`src/rtl/ccd_pkg.sv`:
```
// ccd_pkg: shared types and constants for the capped cylinder distance unit
// no dependencies; imported by every module of the block
package ccd_pkg;

  // rounding position of the Q1.16 axis products
  localparam int AXIS_FRAC = 16;
  // 1: distance negative inside, 0: positive inside
  localparam int NEGATIVE_INSIDE = 1;
  // root bits of the pipelined square root, one per stage
  localparam int SQRT_STAGES = 32;
  localparam int RAD_W = 2 * SQRT_STAGES;
  localparam int ROOT_W = SQRT_STAGES;
  // width of the rounded axial projection
  localparam int PARA_W = 37;

  typedef logic signed [31:0] coord_t;
  typedef logic signed [17:0] axis_t;
  typedef logic [30:0] len_t;

  // configuration register indices
  typedef enum logic [2:0] {
    CFG_CENTER_X    = 3'd0,
    CFG_CENTER_Y    = 3'd1,
    CFG_CENTER_Z    = 3'd2,
    CFG_AXIS_X      = 3'd3,
    CFG_AXIS_Y      = 3'd4,
    CFG_AXIS_Z      = 3'd5,
    CFG_RADIUS      = 3'd6,
    CFG_HALF_LENGTH = 3'd7
  } cfg_idx_e;

  // region codes of a result
  typedef enum logic [1:0] {
    REG_INSIDE = 2'd0,
    REG_CAP    = 2'd1,
    REG_WALL   = 2'd2,
    REG_CORNER = 2'd3
  } region_e;

  typedef struct packed {
    coord_t point_x;
    coord_t point_y;
    coord_t point_z;
  } point_t;

  typedef struct packed {
    logic signed [31:0] distance;
    logic [1:0]         region;
  } result_t;

  // side data travelling with the perpendicular square root
  typedef struct packed {
    logic                     huge;
    logic signed [PARA_W-1:0] para;
  } front_t;

  // side data travelling with the corner square root
  typedef struct packed {
    region_e            region;
    logic signed [38:0] rsel;
  } back_t;

endpackage

```
`src/rtl/ccd_sqrt.sv`:
```
// ccd_sqrt: pipelined integer square root, one root bit per stage
// depends on ccd_pkg
module ccd_sqrt (
  input  logic                     clk_i,
  input  logic                     rst_ni,
  input  logic                     valid_i,
  input  logic [ccd_pkg::RAD_W-1:0] radicand_i,
  output logic                     valid_o,
  output logic [ccd_pkg::ROOT_W-1:0] root_o
);
  import ccd_pkg::*;

  logic [RAD_W-1:0]  rem_q   [SQRT_STAGES];
  logic [ROOT_W-1:0] root_q  [SQRT_STAGES];
  logic              valid_q [SQRT_STAGES];

  for (genvar k = 0; k < SQRT_STAGES; k++) begin : g_stage
    localparam int B = SQRT_STAGES - 1 - k;
    logic [RAD_W-1:0]  rem_in;
    logic [ROOT_W-1:0] root_in;
    logic              v_in;
    logic [RAD_W+1:0]  trial;
    logic              fit;

    if (k == 0) begin : g_first
      assign rem_in  = radicand_i;
      assign root_in = '0;
      assign v_in    = valid_i;
    end else begin : g_next
      assign rem_in  = rem_q[k-1];
      assign root_in = root_q[k-1];
      assign v_in    = valid_q[k-1];
    end

    // try setting root bit B: (root + 2^B)^2 - root^2
    assign trial = ((RAD_W+2)'(root_in) << (B + 1)) | ((RAD_W+2)'(1) << (2 * B));
    assign fit   = (RAD_W+2)'(rem_in) >= trial;

    always_ff @(posedge clk_i or negedge rst_ni) begin
      if (!rst_ni) begin
        valid_q[k] <= 1'b0;
      end else begin
        valid_q[k] <= v_in;
      end
    end

    always_ff @(posedge clk_i) begin
      rem_q[k]  <= fit ? rem_in - trial[RAD_W-1:0] : rem_in;
      root_q[k] <= fit ? (root_in | (ROOT_W'(1) << B)) : root_in;
    end
  end

  assign valid_o = valid_q[SQRT_STAGES-1];
  assign root_o  = root_q[SQRT_STAGES-1];

endmodule

```
`config.mk`:
```
export PLATFORM = sky130hd
export DESIGN_NAME = ccd_sqrt
export DESIGN_NICKNAME = d
export VERILOG_FILES = /design/src/rtl/ccd_pkg.sv /design/src/rtl/ccd_sqrt.sv
export SDC_FILE = /design/constraint.sdc
export NUM_CORES = 2
export LEC_CHECK = 0
export BUFFER_PORTS_ARGS = -buffer_cell sky130_fd_sc_hd__buf_2
export CAP_MARGIN = 20
export CORE_ASPECT_RATIO = 0.7
export CORE_MARGIN = 10
export CORE_UTILIZATION = 44
export DETAILED_ROUTE_END_ITERATION = 10
export GPL_TIMING_DRIVEN = 0
export PLACE_DENSITY = 0.64
export SYNTH_ARGS = -nofsm -noshare
export SYNTH_HDL_FRONTEND = slang
export SYNTH_SLANG_ARGS = --single-unit
```
`constraint.sdc`:
```
create_clock -name clk_i -period 9.92 [get_ports clk_i]
set_input_delay 0.992 -clock clk_i [delete_from_list [all_inputs] [get_ports clk_i]]
set_output_delay 0.992 -clock clk_i [all_outputs]
set_load 0.01 [all_outputs]
```
# After elaboration in Yosys (flattened, before gate mapping)
# Memory sizes are Yosys's and may differ from the RTL's.
# Index checks and enable logic that the tools add are counted.
# classes
magnitude_cmp,32
addsub,32
muxes,64
# op_table
op,count
$mux 64,32
$ge 64x33->1,1
$ge 64x34->1,1
$ge 64x35->1,1
$ge 64x36->1,1
$ge 64x37->1,1
$ge 64x38->1,1
$ge 64x39->1,1
$ge 64x40->1,1
$ge 64x41->1,1
$ge 64x42->1,1
$ge 64x43->1,1
$ge 64x44->1,1
$ge 64x45->1,1
$ge 64x46->1,1
$ge 64x47->1,1
$ge 64x48->1,1
$ge 64x49->1,1
$ge 64x50->1,1
$ge 64x51->1,1
$ge 64x52->1,1
$ge 64x53->1,1
$ge 64x54->1,1
$ge 64x55->1,1
other kinds (73),73
# totals
word_cells,162
regBits,32
mem_count,2
output_inout_bits,33
ram_bits,3072
# mem_list
name,depth,width,rd,rd_clocked_by_memory_dff,wr,line,source
rem_q,32,64,31,0,32,ccd_sqrt.sv:13,logic [RAD_W-1:0] rem_q [SQRT_STAGES];
root_q,32,32,32,0,32,ccd_sqrt.sv:14,logic [ROOT_W-1:0] root_q [SQRT_STAGES];

# Logic depth before layout (Yosys ltp)
# An unclocked memory read counts as a cell.
# depth
depth_word,3
mapped_depth,15

# Least setup slack after synthesis
# OpenSTA, ideal clock, no wires.
# synth_timing
kind,register -> register
startpoint,memory root_q[1][433] in the netlist's numbering
endpoint,memory rem_q[3][447] in the netlist's numbering
path_slack_ps,6594
path_stages_with_launch,14
arrival_time_ps,3254
required_time_ps,9848
synth_period_minus_slack_ps,3326
cell_sequence,dfxtp_1 -> inv_1 -> ha_1 -> and2_1 -> nand3_1 -> or3_1 -> a311o_1 -> a311oi_2 -> a21oi_2 -> and3_1 -> buf_6 -> a2111o_1 -> nor4_2 -> xor2_1
# synth_lines
element,line
"start, declared",ccd_sqrt.sv:14
"end, declared",ccd_sqrt.sv:13

==> summary.txt <==
Outcome
  – Outcome: complete, no violations

Setup path
  – Setup crit end kind: flop
  – Kind of critical path: flop to flop
  – Worst EP required: 10570 ps
  – Reg2reg start: root_q[1][294]$_DFF_P_
  – Crit path from: root_q[1][294]$_DFF_P_
  – Critical path peak fanout: 10
  – Worst Setup Start Kind: flop
  – Worst EP arrival: 6850 ps
  – CP max stage delay: 1270 ps
  – Slowest CP cell: a221oi_1
  – CP Cell Sequence: inv_1, ha_1, nor2b_1, o21ai_0, a21oi_1, o31ai_1, nand3b_1, a221oi_1, and3_1, buf_2, buf_1, o21ai_0
  – Most frequent CP cell: o21ai_0

Synth
  – Seq cells post-synth: 2544
  – Async SR Flop Fraction: 1.258%
  – Syn Inst Count: 9578
  – Netlist Area Pre-Place: 95720 µm²
  – Synth warnings: 0
  – Synth top area share: 52.53%
  – Post-synth EDFFs: 0
  – Synth top area cells: dfxtp_1, ha_1, xnor2_1, xor2_1, a21oi_1
  – Post-synthesis net count: 10.20k
  – Register area share after synthesis: 53.37%
  – Syn Area/Cell: 9.994 µm²
  – Post-synth top area cell: dfxtp_1
  – Primary FF master, synth: dfxtp_1
  – Synth unique cells: 93

Pwr
  – Total power draw: 31.89 mW
  – Sw frac: 33.20%
  – Clk pwr share: 29.5%
  – NetSw: 10.59 mW
  – Sequential share of power: 46.0%
  – VDD IR-drop max: 187.4 µV
  – Leakage Power: 49.34 nW
  – Share of total power in combinational logic: 24.5%
  – Pwr Density: 295.0 nW/µm²
  – Internal power: 21.30 mW

Clock tree
  – CTS Buffer Depth: 4
  – Post-CTS setup repair buffer count: 0
  – CTS Buf Count: 236
  – CTS tree: yes
  – Reg clk slew, reported paths: 70 ps
  – CTS-repair resized insts: 0
  – Clock root buffer: clkbuf_16
  – H-tree levels: 4
  – # hold bufs at CTS: 0
  – CTS Sinks: 2544
  – Clock Latency Late Sink: 950 ps

Hold path
  – Worst Hold Launch: radicand_i[51]
  – Tightest Hold Check Type: input port to flop

Finish
  – Filler cells: 19.54k
  – Area grow syn2layout: 12.93%
  – Final nets: 10.56k
  – Layout cells sized above 1: 6.879%

Job
  – # Max-Cap Violations: 0

STA
  – RSZ-0062 raised after global routing: false
  – Final hold viol count: 0
  – Max Slew Vio Count: 0
  – Worst-Margin Slew: 1428 ps
  – Final setup fails: 0
  – Setup TNS Final: 0 ps
  – Tmin final: 6202 ps
  – Clock skew: 147.0 ps
  – Tcrit/Tclk final: 62.52%
  – Slew headroom: 4.795%
  – F_max: 161.2 MHz

Global routing
  – GRT Util Overall: 21.57%
  – Largest net degree at the start of global routing: 33
  – Antenna violations before repair: 20
  – Number of global-route vias before repair: 66.04k
  – GR Overflow Total: 0
  – First-pass GRT wire length: 402000 µm

Placement
  – # port buffers: 99
  – Detailed Place HPWL: 212400 µm
  – Routability cong.: 1.002

Drt
  – Post-DRT Antenna Nets: 0
  – Initial DRT Pass Iterations: 6
  – Initial DRC count: 6977
  – Vias: 70.51k
  – DR WL/cell: 20.43 µm
  – DRC: 0
  – Via density: 5.413
  – Routed WL: 266200 µm

Die
  – Die Ht: 410.2 µm
  – Initial core utilization: 44.18%
  – Rows: 143
  – # IOs: 100
  – Die width: 577.5 µm
  – Floorplan core area: 216700 µm²
  – Die Area: 236900 µm²
==> logic make-up after synthesis <==
| logic type | after synthesis | synth area share [%] |
|---|---|---|
| buffers and inverters | 905 | 3.614 |
| AOI/OAI and AO/OA | 1810 | 11.69 |
| DFF | 2544 | 53.37 |
| and+or+nand+nor | 2799 | 14.98 |
| muxes | 94 | 1.110 |
| adders and majority gates | 558 | 7.294 |
| xor gates and xnor gates | 868 | 7.942 |
==> stage by stage <==
step           instances  worst slack (ps)  cell area (µm²)  util, %  hold WS (ps)
5_1_grt            13020              3824           108100    49.88         105.7
3_3_place_gp       12580              4360            99850    46.08         332.0
4_1_cts            13010              4349           108000    49.85         86.10
6_report           13030              3718           108100    49.89         146.0
3_5_place_dp       12590              4403            99920    46.12         327.9
2_1_floorplan       9578              6594            95720        -         322.4
==> routing by layer <==
layer	track usage, %	vias to the layer above	routed length [µm]	share of wire [%]
met2	25.72	2558	89490	34
met4	3.893	8	4304	1.6
li1	-	34030	-	-
met5	0.4064	-	180	0.068
met3	8.269	305	31760	12
met1	35.17	33610	140400	53
==> flip-flops by register name, indices dropped and copies added (netlist names) <==
register,cells
valid_o,1
rem_q,1984
g_stage.v_in,31
root_q,528
==> final timing paths <==
| kind | slack (ps) | end | cells after the start |
|---|---|---|---|
| hold reg to reg | 270 | rem_q[2][7]$_DFF_P_ | 0 |
| max in group asynchronous | 9280 | g_stage[7].v_in$_DFF_PN0_ | 1 |
| setup / recovery | 3720 | rem_q[3][164]$_DFF_P_ | 12 |
| min in group asynchronous | 160 | g_stage[31].v_in$_DFF_PN0_ | 1 |
| setup reg to reg | 3720 | rem_q[3][164]$_DFF_P_ | 12 |
| hold / removal | 150 | rem_q[0][51]$_DFF_P_ | 1 |
==> critical path, delay by kind of cell (launching register included) <==
kind | cells | cell delay [ps]
simple gates | 3 | 1150
flops | 1 | 490
buf+inv | 3 | 1470
fa+ha+maj | 1 | 340
compound gates | 5 | 2530
==> area by class of cell <==
class                           count  area, µm²  area share (%)
Antenna cell                        9      22.52         0.02083
Buffer                            196      798.3          0.7385
Clock buffer                      324       6731           6.227
Clock inverter                    100       1363           1.260
Inverter                          709       2661           2.462
Multi-Input combinational cell   6129      41190           38.10
Sequential cell                  2544      51090           47.26
Tap cell                         2900       3628           3.357
Timing Repair Buffer              116      616.8          0.5706
==> cell usage after synthesis, drive strengths merged (23+ instances only) <==
cell type / count
nand3: 152
nor3: 258
a21boi: 26
buf: 38
or2: 43
mux2: 85
and3: 49
dfxtp: 2512
a211o: 23
nand4b: 28
nand3b: 27
a21o: 236
clkbuf: 158
xnor2: 455
o21ai: 429
nand4: 156
nor4b: 39
and2: 38
dfrtp: 32
o21a: 100
nor2b: 69
nand2b: 95
ha: 558
inv: 709
nand2: 612
o31ai: 58
o21bai: 47
nor3b: 23
o211ai: 28
a211oi: 42
or4: 62
nor2: 645
a31oi: 46
xor2: 413
nor4: 358
or3: 105
a21oi: 615
==> power groups by stage <==
stage | sequential, mW | clock [mW] | combinational [mW]
final | 14.7 | 9.41 | 7.80
after global routing | 14.9 | 10.0 | 8.65
after CTS | 14.6 | 9.59 | 7.68
after detailed placement | 14.8 | 0 | 7.60
after global placement | 14.8 | 0 | 7.50
after floorplan | 13.8 | 0 | 5.82
==> cell usage in the layout (no fill, tap or decap), drive strengths merged, types with 43 or more instances in the layout <==
master  netlist  routed
o31ai        58      58
nand4       156     156
clkbuf      158     483
xor2        413     413
or3         105     105
a21o        236     236
a21oi       615     615
mux2         85      85
nor2b        69      69
and3         49      49
nand2       612     612
buf          38     151
nor3        258     258
nor2        645     645
xnor2       455     455
nand2b       95      95
nor4        358     358
dfxtp      2512    2512
ha          558     558
o21ai       429     429
o21bai       47      47
or2          43      43
inv         709     719
or4          62      62
nand3       152     152
o21a        100     100
a31oi        46      46
Note: power is estimated with default switching activity, not from simulation.
